### config.mk
export PLATFORM = sky130hd
export DESIGN_NAME = pd_line_follow_controller
export DESIGN_NICKNAME = d
export VERILOG_FILES = /design/src/hw/rtl/lfc_pkg.sv /design/src/hw/rtl/lfc_serial_div.sv /design/src/hw/rtl/pd_line_follow_controller.sv
export SDC_FILE = /design/constraint.sdc
export NUM_CORES = 1
export LEC_CHECK = 0
export ABC_AREA = 1
export BUFFER_PORTS_ARGS = -buffer_cell sky130_fd_sc_hd__buf_2
export CAP_MARGIN = 20
export CELL_PAD_IN_SITES_DETAIL_PLACEMENT = 1
export CELL_PAD_IN_SITES_GLOBAL_PLACEMENT = 1
export CORE_MARGIN = 4
export CORE_UTILIZATION = 43
export CTS_BUF_LIST = sky130_fd_sc_hd__clkbuf_8
export DETAILED_ROUTE_END_ITERATION = 7
export PLACE_DENSITY = 0.83
export SYNTH_ARGS = -nofsm -noshare
export SYNTH_HDL_FRONTEND = slang
export SYNTH_HIERARCHICAL = 1
export SYNTH_SLANG_ARGS = --single-unit
### constraint.sdc
create_clock -name clk -period 3.8 [get_ports clk]
set_clock_uncertainty 0.2 [all_clocks]
set_input_delay 0.38 -clock clk [delete_from_list [all_inputs] [get_ports clk]]
set_output_delay 0.38 -clock clk [all_outputs]
set_load 0.03 [all_outputs]
### src/hw/rtl/lfc_pkg.sv
// ----------------------------------------------------------------------------
// lfc_pkg
// Types, register codes, reset values and the line position table for the
// PD line-follow controller.
// ----------------------------------------------------------------------------
package lfc_pkg;

  localparam int SensorCount = 5;
  localparam int DivBits     = 12;

  localparam logic [2:0] RegBlackLevel  = 3'd0;
  localparam logic [2:0] RegLeftBase    = 3'd1;
  localparam logic [2:0] RegRightBase   = 3'd2;
  localparam logic [2:0] RegSpeedLimit  = 3'd3;
  localparam logic [2:0] RegCorrLimit   = 3'd4;
  localparam logic [2:0] RegKpDivisor   = 3'd5;
  localparam logic [2:0] RegKdDivisor   = 3'd6;
  localparam logic [2:0] RegTurnNeg     = 3'd7;

  localparam logic [1:0] ModeFollow   = 2'd0;
  localparam logic [1:0] ModeLost     = 2'd1;
  localparam logic [1:0] ModeAllBlack = 2'd2;

  localparam logic        RstBlackLevel = 1'b0;
  localparam logic [9:0]  RstLeftBase   = 10'd110;
  localparam logic [9:0]  RstRightBase  = 10'd110;
  localparam logic [9:0]  RstSpeedLimit = 10'd180;
  localparam logic [9:0]  RstCorrLimit  = 10'd50;
  localparam logic [7:0]  RstKpDivisor  = 8'd20;
  localparam logic [7:0]  RstKdDivisor  = 8'd45;
  localparam logic        RstTurnNeg    = 1'b1;

  localparam logic [11:0] CenterPos = 12'd2000;

  typedef struct packed {
    logic busy;
    logic done;
  } div_stat_t;

  // centroid of the line sensors, index weight 1000, truncated
  function automatic logic [11:0] line_pos(input logic [4:0] mask);
    logic [11:0] pos;
    case (mask)
      5'd0:  pos = 12'd2000;
      5'd1:  pos = 12'd0;
      5'd2:  pos = 12'd1000;
      5'd3:  pos = 12'd500;
      5'd4:  pos = 12'd2000;
      5'd5:  pos = 12'd1000;
      5'd6:  pos = 12'd1500;
      5'd7:  pos = 12'd1000;
      5'd8:  pos = 12'd3000;
      5'd9:  pos = 12'd1500;
      5'd10: pos = 12'd2000;
      5'd11: pos = 12'd1333;
      5'd12: pos = 12'd2500;
      5'd13: pos = 12'd1666;
      5'd14: pos = 12'd2000;
      5'd15: pos = 12'd1500;
      5'd16: pos = 12'd4000;
      5'd17: pos = 12'd2000;
      5'd18: pos = 12'd2500;
      5'd19: pos = 12'd1666;
      5'd20: pos = 12'd3000;
      5'd21: pos = 12'd2000;
      5'd22: pos = 12'd2333;
      5'd23: pos = 12'd1750;
      5'd24: pos = 12'd3500;
      5'd25: pos = 12'd2333;
      5'd26: pos = 12'd2666;
      5'd27: pos = 12'd2000;
      5'd28: pos = 12'd3000;
      5'd29: pos = 12'd2250;
      5'd30: pos = 12'd2500;
      default: pos = 12'd2000;
    endcase
    return pos;
  endfunction

endpackage

### src/hw/rtl/lfc_serial_div.sv
// ----------------------------------------------------------------------------
// lfc_serial_div
// Unsigned restoring divider, one quotient bit per cycle.
// ----------------------------------------------------------------------------
module lfc_serial_div import lfc_pkg::*; (
  input  logic               clk,
  input  logic               rst,
  input  logic               start,
  input  logic [DivBits-1:0] dividend,
  input  logic [7:0]         divisor,
  output logic [DivBits-1:0] quotient,
  output div_stat_t          stat
);

  logic [7:0]         rem;
  logic [DivBits-1:0] quo;
  logic [7:0]         dvs;
  logic [3:0]         cnt;
  logic               busy;
  logic               done;
  logic [8:0]         trial;
  logic [8:0]         trial_sub;
  logic               fits;

  assign trial     = {rem, quo[DivBits-1]};
  assign fits      = trial >= {1'b0, dvs};
  assign trial_sub = trial - {1'b0, dvs};

  always_ff @(posedge clk) begin
    if (rst) begin
      busy <= 1'b0;
      done <= 1'b0;
      cnt  <= '0;
    end else begin
      done <= 1'b0;
      if (start) begin
        busy <= 1'b1;
        cnt  <= 4'(DivBits);
      end else if (busy) begin
        cnt <= cnt - 4'd1;
        if (cnt == 4'd1) begin
          busy <= 1'b0;
          done <= 1'b1;
        end
      end
    end
  end

  always_ff @(posedge clk) begin
    if (start) begin
      rem <= '0;
      quo <= dividend;
      dvs <= divisor;
    end else if (busy) begin
      rem <= fits ? trial_sub[7:0] : trial[7:0];
      quo <= {quo[DivBits-2:0], fits};
    end
  end

  assign quotient  = quo;
  assign stat.busy = busy;
  assign stat.done = done;

endmodule

### src/hw/rtl/pd_line_follow_controller.sv
// ----------------------------------------------------------------------------
// pd_line_follow_controller
// PD steering from five reflectance sensors, with stop on lost or all-black.
//
// Channel   Dir  Handshake            Content
// s_*       in   s_tvalid/s_tready    sensor_bits
// m_*       out  m_tvalid/m_tready    speeds, stop, mode, position, error,
//                                     mask, count
// cfg_*     in   cfg_wen              register index and data
//
// A followed request runs two 12-step passes of the shared bit-serial
// divider (P, then D), each a start then a wait step, and a mix step; a
// stop request goes straight to emit. No request is taken until the last
// is emitted, but the result register lets the next one in while a result
// waits; a stalled output holds the block only at its last step. Reset is
// synchronous and restores config, state, output valid and stored error.
// ----------------------------------------------------------------------------
module pd_line_follow_controller import lfc_pkg::*; (
  input  logic        clk,
  input  logic        rst,
  input  logic        s_tvalid,
  output logic        s_tready,
  input  logic [7:0]  s_tdata,   // [4:0] sensor_bits
  output logic        m_tvalid,
  input  logic        m_tready,
  output logic [55:0] m_tdata,   // [9:0] left_cmd, [19:10] right_cmd,
                                 // [20] stop_motors, [22:21] track_mode,
                                 // [34:23] line_position, [46:35] line_error,
                                 // [51:47] line_mask, [54:52] line_count
  input  logic        cfg_wen,
  input  logic [2:0]  cfg_index,
  input  logic [9:0]  cfg_data
);

  localparam logic [2:0] S_IDLE   = 3'd0;
  localparam logic [2:0] S_PSTART = 3'd1;
  localparam logic [2:0] S_PWAIT  = 3'd2;
  localparam logic [2:0] S_DSTART = 3'd3;
  localparam logic [2:0] S_DWAIT  = 3'd4;
  localparam logic [2:0] S_MIX    = 3'd5;
  localparam logic [2:0] S_EMIT   = 3'd6;

  logic        black_level;
  logic [9:0]  left_base;
  logic [9:0]  right_base;
  logic [9:0]  speed_limit;
  logic [9:0]  corr_limit;
  logic [7:0]  kp_div;
  logic [7:0]  kd_div;
  logic        turn_neg;

  logic [2:0]  state;
  logic [2:0]  state_next;
  logic signed [11:0] prev_error;
  logic [4:0]  mask;
  logic [2:0]  count;
  logic [11:0] position;
  logic signed [11:0] error;
  logic [1:0]  mode;
  logic signed [13:0] p_term;
  logic signed [13:0] d_term;
  logic signed [10:0] corr;

  logic [4:0]  in_mask;
  logic [2:0]  in_count;
  logic [11:0] in_pos;
  logic [1:0]  in_mode;
  logic        accept;
  logic        out_free;

  logic signed [12:0] diff;
  logic [11:0] err_mag;
  logic [11:0] diff_mag;
  logic        div_start;
  logic [DivBits-1:0] div_dividend;
  logic [7:0]  div_divisor;
  logic [DivBits-1:0] div_quot;
  div_stat_t   div_stat;
  logic signed [13:0] quot_ext;

  logic signed [13:0] pd_sum;
  logic signed [13:0] pd_signed;
  logic signed [13:0] lim_pos;
  logic signed [13:0] lim_neg;
  logic signed [11:0] left_raw;
  logic signed [11:0] right_raw;
  logic [9:0]  left_cmd;
  logic [9:0]  right_cmd;
  logic        stop;

  always_ff @(posedge clk) begin
    if (rst) begin
      black_level <= RstBlackLevel;
      left_base   <= RstLeftBase;
      right_base  <= RstRightBase;
      speed_limit <= RstSpeedLimit;
      corr_limit  <= RstCorrLimit;
      kp_div      <= RstKpDivisor;
      kd_div      <= RstKdDivisor;
      turn_neg    <= RstTurnNeg;
    end else if (cfg_wen) begin
      case (cfg_index)
        RegBlackLevel: black_level <= cfg_data[0];
        RegLeftBase:   left_base   <= cfg_data;
        RegRightBase:  right_base  <= cfg_data;
        RegSpeedLimit: speed_limit <= cfg_data;
        RegCorrLimit:  corr_limit  <= cfg_data;
        RegKpDivisor:  kp_div      <= cfg_data[7:0];
        RegKdDivisor:  kd_div      <= cfg_data[7:0];
        RegTurnNeg:    turn_neg    <= cfg_data[0];
        default: ;
      endcase
    end
  end

  always_comb begin
    in_count = '0;
    for (int i = 0; i < SensorCount; i++) begin
      in_mask[i] = s_tdata[i] == black_level;
      in_count   = in_count + {2'b0, in_mask[i]};
    end
    in_pos = line_pos(in_mask);
    if (in_count == 3'd0) begin
      in_mode = ModeLost;
    end else if (in_count >= 3'd4) begin
      in_mode = ModeAllBlack;
    end else begin
      in_mode = ModeFollow;
    end
  end

  assign s_tready = state == S_IDLE;
  assign accept   = s_tvalid && s_tready;
  assign out_free = !m_tvalid || m_tready;
  assign stop     = mode != ModeFollow;

  assign diff     = {error[11], error} - {prev_error[11], prev_error};
  assign err_mag  = error[11] ? 12'(-error) : error;
  assign diff_mag = diff[12] ? 12'(-diff) : diff[11:0];

  assign div_start    = state == S_PSTART || state == S_DSTART;
  assign div_dividend = state == S_PSTART ? err_mag : diff_mag;
  always_comb begin
    if (state == S_PSTART) begin
      div_divisor = kp_div == 8'd0 ? 8'd1 : kp_div;
    end else begin
      div_divisor = kd_div == 8'd0 ? 8'd1 : kd_div;
    end
  end

  lfc_serial_div u_div (
    .clk      (clk),
    .rst      (rst),
    .start    (div_start),
    .dividend (div_dividend),
    .divisor  (div_divisor),
    .quotient (div_quot),
    .stat     (div_stat)
  );

  assign quot_ext = {2'b0, div_quot};

  always_comb begin
    state_next = state;
    case (state)
      S_IDLE:   if (accept) state_next = in_mode == ModeFollow ? S_PSTART : S_EMIT;
      S_PSTART: state_next = S_PWAIT;
      S_PWAIT:  if (div_stat.done) state_next = S_DSTART;
      S_DSTART: state_next = S_DWAIT;
      S_DWAIT:  if (div_stat.done) state_next = S_MIX;
      S_MIX:    state_next = S_EMIT;
      S_EMIT:   if (out_free) state_next = S_IDLE;
      default:  state_next = S_IDLE;
    endcase
  end

  always_ff @(posedge clk) begin
    if (rst) begin
      state      <= S_IDLE;
      prev_error <= '0;
      m_tvalid   <= 1'b0;
    end else begin
      state <= state_next;
      if (state == S_EMIT && out_free) begin
        m_tvalid   <= 1'b1;
        prev_error <= stop ? 12'sd0 : error;
      end else if (m_tready) begin
        m_tvalid <= 1'b0;
      end
    end
  end

  assign pd_sum    = p_term + d_term;
  assign pd_signed = turn_neg ? -pd_sum : pd_sum;
  assign lim_pos   = {4'b0, corr_limit};
  assign lim_neg   = -lim_pos;

  always_ff @(posedge clk) begin
    if (accept) begin
      mask     <= in_mask;
      count    <= in_count;
      position <= in_pos;
      error    <= in_pos - CenterPos;
      mode     <= in_mode;
    end
    if (state == S_PWAIT && div_stat.done) begin
      p_term <= error[11] ? -quot_ext : quot_ext;
    end
    if (state == S_DWAIT && div_stat.done) begin
      d_term <= diff[12] ? -quot_ext : quot_ext;
    end
    if (state == S_MIX) begin
      if (pd_signed > lim_pos) begin
        corr <= lim_pos[10:0];
      end else if (pd_signed < lim_neg) begin
        corr <= lim_neg[10:0];
      end else begin
        corr <= pd_signed[10:0];
      end
    end
  end

  assign left_raw  = {2'b0, left_base} + {corr[10], corr};
  assign right_raw = {2'b0, right_base} - {corr[10], corr};

  always_comb begin
    if (stop || left_raw[11]) begin
      left_cmd = '0;
    end else if (left_raw[10:0] > {1'b0, speed_limit}) begin
      left_cmd = speed_limit;
    end else begin
      left_cmd = left_raw[9:0];
    end
    if (stop || right_raw[11]) begin
      right_cmd = '0;
    end else if (right_raw[10:0] > {1'b0, speed_limit}) begin
      right_cmd = speed_limit;
    end else begin
      right_cmd = right_raw[9:0];
    end
  end

  always_ff @(posedge clk) begin
    if (state == S_EMIT && out_free) begin
      m_tdata <= {1'b0, count, mask, error, position, mode, stop,
                  right_cmd, left_cmd};
    end
  end

  a_busy_after_accept: assert property (@(posedge clk) disable iff (rst)
    s_tvalid && s_tready |=> !s_tready)
    else $error("request accepted twice without a result");

  a_stop_speeds_zero: assert property (@(posedge clk) disable iff (rst)
    m_tvalid && m_tdata[20] |-> m_tdata[19:0] == 20'd0)
    else $error("stop result carries nonzero speed");

  a_stop_matches_mode: assert property (@(posedge clk) disable iff (rst)
    m_tvalid |-> m_tdata[20] == (m_tdata[22:21] != ModeFollow))
    else $error("stop flag disagrees with mode");

  a_div_done_waiting: assert property (@(posedge clk) disable iff (rst)
    div_stat.done |-> state == S_PWAIT || state == S_DWAIT)
    else $error("divider finished outside a wait step");

endmodule
Yosys cells after proc, flatten, opt, wreduce, memory -nomap -nowiden
Memories as Yosys holds them, arrays and structs flattened.
Index checks and enable logic that the tools add are counted.
- bitwise gates (word level): 1
- eq/ne operators: 23
- mux-type cells: 33
- magnitude comparators: 6
- $add $sub $neg: 16
- reductions and logical operators: 29
- operators with widths (kind ; count):
    12-bit 2-to-1 mux ; 8
    8-bit 2-to-1 mux ; 4
    10-bit 2-to-1 mux ; 3
    12-bit negation ; 2
    11-bit by 10-bit > comparator with 1-bit output ; 2
    3-bit equality test, second input constant ; 7
    3-bit case mux with 7 select lines ; 1
    8-bit zero test ; 2
    2-bit AND reduction ; 8
    3-bit 2-to-1 mux ; 5
    14-bit adder ; 1
    14-bit by 11-bit > comparator with 1-bit output ; 1
    14-bit less-than comparator ; 1
    14-bit 2-to-1 mux ; 1
    10-bit negation with 14-bit output ; 1
    12-bit negation with 14-bit output ; 1
    14-bit negation ; 1
    12-bit by 12-bit subtractor with 13-bit output ; 1
    11-bit by 11-bit adder with 12-bit output ; 1
    3-bit by 2-bit equality test with 1-bit output, second input constant ; 4
    11-bit by 11-bit subtractor with 12-bit output ; 1
    12-bit by 11-bit subtractor with 12-bit output, second input constant ; 1
    11-bit 2-to-1 mux ; 1
    9-bit by 8-bit >= comparator with 1-bit output ; 1
    24 further kinds ; 49
- memories kept: 1
- output and inout port bits: 58
- bits in registers: 236
- ROM bits: 384
- input bits: 26
- word-level logic and storage cells: 141
- memory list (memory ; depth ; bits a word ; rd ports ; clocked after memory_dff ; write ports ; RTL line ; RTL):
    (name not given) ; 32 ; 12 ; 1 ; 0 ; 0 ; lfc_pkg.sv:43 ; case (mask)

Longest topological paths before layout
- depth in word-level cells: 12
- gate-level depth with buffers: 29
- gate-level depth less buffers: 28

By module
Netlist, hierarchy kept.
- by module, submodules not included (module ; instances ; cells each ; area an instance (um2) ; sequential area each (um2)):
    pd_line_follow_controller ; 1 ; 1590 ; 12643.4 ; 5024.8
    lfc_serial_div ; 1 ; 227 ; 1875.5 ; 880.8

Least setup slack after synthesis
Ideal clock, no wire load.
- kind: register -> register
- from: reg p_term[0]
- to: reg corr[2], data pin
- data required time: 3347 ps
- path slack: -16 ps
- clock period less this slack: 3816 ps
- path buffers: 1
- library setup time: 253 ps
- arrival: 3363 ps
- cell stages (with the launch flop): 29
- path through: edfxtp_1 -> ha_1 -> fa_1 -> inv_1 -> ha_1 -> inv_1 -> nor2_1 -> nand3_1 -> nor2_1 -> nand2_1 -> nor2_2 -> a21oi_1 -> xnor2_1 -> ha_1 -> inv_1 -> nor3_1 -> a211oi_1 -> nand2_1 -> nand2_1 -> nand2_1 -> o21ai_0 -> inv_1 -> nand2_1 -> nand2_2 -> nand2_1 -> buf_4 -> nand2_1 -> nand3_2 -> nand2_1
- word-level cells in the longest chain between the ends: 6
- elaborated cells on any way between the ends: 7
- those cells by class: 2 x add/sub; 2 x order compare; 3 x mux
- RTL lines (what ; RTL line ; RTL):
    start: declaration ; pd_line_follow_controller.sv:60 ; logic signed [13:0] p_term;
    start signal: assignment ; pd_line_follow_controller.sv:207 ; p_term <= error[11] ? -quot_ext : quot_ext;
    14-bit adder (*) ; pd_line_follow_controller.sv:193 ; assign pd_sum = p_term + d_term;
    14-bit negation ; pd_line_follow_controller.sv:194 ; assign pd_signed = turn_neg ? -pd_sum : pd_sum;
    14-bit 2-to-1 mux (*) ; pd_line_follow_controller.sv:194 ;
    14-bit less-than comparator ; pd_line_follow_controller.sv:215 ; end else if (pd_signed < lim_neg) begin
    11-bit 2-to-1 mux ; pd_line_follow_controller.sv:215 ;
    10-bit 2-to-1 mux (*) ; pd_line_follow_controller.sv:213 ; if (pd_signed > lim_pos) begin
    end signal: assignment ; pd_line_follow_controller.sv:214 ; corr <= lim_pos[10:0];
    end signal: assignment ; pd_line_follow_controller.sv:216 ; corr <= lim_neg[10:0];
    end signal: assignment ; pd_line_follow_controller.sv:218 ; corr <= pd_signed[10:0];
    end: declaration ; pd_line_follow_controller.sv:62 ; logic signed [10:0] corr;
Every way passes the cells marked *; elsewhere a longest branch is shown, timed or not.
A chain may end at the register's enable or synchronous reset.

Worst setup path in the final report
- from: reg corr[5]
- to: reg m_tdata[14], data pin
- word-level cells in the longest chain between the ends: 3
- elaborated cells on any way between the ends: 4
- those cells by class: 1 x add/sub; 1 x order compare; 1 x mux; 1 x reduce/logical
- RTL lines (what ; RTL line ; RTL):
    11-bit by 11-bit subtractor with 12-bit output (*) ; pd_line_follow_controller.sv:224 ; assign right_raw = {2'b0, right_base} - {corr[10], corr};
    11-bit by 10-bit > comparator with 1-bit output ; pd_line_follow_controller.sv:236 ; end else if (right_raw[10:0] > {1'b0, speed_limit}) begin
    10-bit 2-to-1 mux ; pd_line_follow_controller.sv:236 ;
    end signal: assignment ; pd_line_follow_controller.sv:245 ; m_tdata <= {1'b0, count, mask, error, position, mode, stop,
    end: declaration ; pd_line_follow_controller.sv:26 ; output logic [55:0] m_tdata,
Marks and branches as above.

==> results.yml <==
outcome:
  status: "finished with violations"
  violations: "capacitance limit, slew limit, setup timing"
placement:
  place_inst: 2374
  hpwl_um: 32100
  io_buffers: 79
  placed_cell_area_um2: 15800
  pre_cts_ws_ns: -0.493
  place.gp.congestion: 0.846
route:
  drt_pass1_iterations: 5
  drt-vias-per-instance: 5.67
  routed_wl_um: 53200
  drtIter0Drc: 962
  wl_per_cell_um: 21.2
  vias: 14200
  antenna_left: 0
  drc: 0
setup_path:
  required_ns: 4.03
  crit_path_start_kind: "flip-flop"
  crit_type: "flip-flop to flip-flop"
  crit_path_frequent_cell: "buf_4"
  critPathBufInv: 4
  arrival_ns: 4.73
  r2r_setup_slack_ns: -0.70
  critPathSlowestCell: "edfxtp_1"
  cp_top_family: "compound AO/OA/AOI/OAI gates"
  crit_chain: "inv_1 -> ha_1 -> a21oi_2 -> o21ai_2 -> a21oi_4 -> buf_4 -> xnor2_2 -> ha_4 -> nand2_4 -> buf_4 -> nor4_2 -> nand3_1 -> nand2_2 -> buf_6 -> o21ai_1 -> a21oi_1"
  crit_fanout: 7
  slowest_delay_ns: 0.49
  end_kind: "flip-flop"
die:
  die_h_um: 192
  die_area_um2: 36800
  die_w_um: 192
  initial_core_util_pct: 43.4
  core_area_um2: 33400
  fp-row-count: 67
  ios: 84
clocking:
  path_clk_slew_ns: 0.08
  htree_levels: 2
  clock_path_buffers: 3
  clock-root-buffer: "clkbuf_8"
  cts-buffers-inserted: 40
  cts_tree: "yes"
  cts.sinks: 226
  clock_latency_ns: 0.61
finish:
  finalNonFillerCells: 2504
  antenna_cells: 0
  drive_above_1_share_pct: 23.0
  final_common_cell: "nand2_1"
  stdcell_area_um2: 17900
  fillerInstances: 4012
  fin_util_pct: 53.6
  multi_input_area_um2: 8260
  area_delta_synth_final_pct: 23.5
  final_cell_mix: "397 x nand2_1, 231 x inv_1, 138 x edfxtp_1"
  seqCellArea_um2: 5910
  layout.nets: 2169
sta:
  slew_violations: 11
  fin_crit_ns: 4.50
  tns_ns: -13.07
  rsz0062_at_grt: "yes"
  fin_ws_ns: -0.705
  fmax_ghz: 0.222
  setup_violations: 31
  slew_headroom_pct: -0.736
  worst_pin_slew_ns: 1.51
  hold_violations: 0
  min_period_over_period_pct: 119
power_and_ir_drop:
  p_per_area_nw_per_um2: 519
  leakagePower_nw: 8.10
  ir_drop_uv: 368
global_routing:
  track_usage_pct: 24.2
  grt-ovfl-total: 0
  antenna_found_initial: 1
  grt_pass1_wl_um: 72400
  grt_pass1_vias: 14500
  grt_max_degree: 35
synthesis:
  syn_inst: 1816
  syn_area_per_cell_um2: 7.99
  syn_area_um2: 14500
  yosysWarnings: 6
  syn-num-nets: 1959
job:
  drv_cap: 1
hold_path:
  hold_path_class: "input pin to flip-flop"
state kept, by name (all words and copies together), names as in the netlist, 3 cells and up:
register / count
u_div/quotient: 12
m_tdata: 50
state: 3
error: 8
kp_div: 8
corr: 11
d_term: 14
speed_limit: 10
mask: 5
position: 12
corr_limit: 10
count: 3
u_div/cnt: 4
u_div/dvs: 8
u_div/rem: 8
left_base: 10
prev_error: 12
right_base: 10
kd_div: 8
p_term: 14
metal layers:
layer  vias to the layer above  track usage (%)  share of wire (%)
met5                         -                0              0.024
met4                         2             9.48                5.9
met3                       228             4.02                7.1
met2                       572             43.5                 49
met1                      6915             28.9                 38
li1                       6481                -                  -
layout make-up:
type / instances / share of cell area (%)
Sequential cell: 226 / 32.9
Timing Repair Buffer: 218 / 8.71
Clock inverter: 28 / 0.656
Multi-Input combinational cell: 1296 / 46.0
Tap cell: 448 / 3.13
Clock buffer: 44 / 3.38
Inverter: 244 / 5.14
final timing paths:
| check | startpoint | end | cells after the start |
|---|---|---|---|
| worst max-delay path | corr[5] | m_tdata[14] | 16 |
| worst min-delay path | s_tdata[1] | mask[1] | 2 |
| worst max register to register | corr[5] | m_tdata[14] | 16 |
| worst min register to register | mask[4] | m_tdata[51] | 0 |
worst reg2reg max path, cell delays in order, from the launching register on:
cell      delay, ns
edfxtp_1       0.49
inv_1          0.12
ha_1           0.41
a21oi_2        0.45
o21ai_2        0.17
a21oi_4        0.21
buf_4          0.22
xnor2_2        0.22
ha_4           0.43
nand2_4        0.09
buf_4          0.15
nor4_2         0.34
nand3_1        0.19
nand2_2        0.16
buf_6          0.16
o21ai_1        0.07
a21oi_1        0.25
where the power goes:
part / switching, mW / internal, mW / total [mW]
sequential: 0.272 / 3.14 / 3.41
combinational: 2.49 / 1.24 / 3.73
clock: 1.11 / 1.06 / 2.17
total: 3.87 / 5.44 / 9.31
through the flow:
stage | power (mW) | hold WS (ns)
6_report | 9.31 | 0.0103
5_1_grt | 9.89 | 0.0118
4_1_cts | 8.96 | 0.00651
3_5_place_dp | 6.73 | 0.208
3_3_place_gp | 6.54 | 0.204
2_1_floorplan | 5.69 | 0.200
timing repair:
item | 4_1_cts | 5_1_grt
hold buffers | 13 | 0
endpoints found under the setup margin | 31 | 33
resized for setup | 54 | 172
pin swaps | 14 | 64
gates cloned | 2 | 2
hold endpoints to repair | 36 | 0
buffers inserted | 18 | 24
No activity file was read; power rests on OpenSTA's default activity.
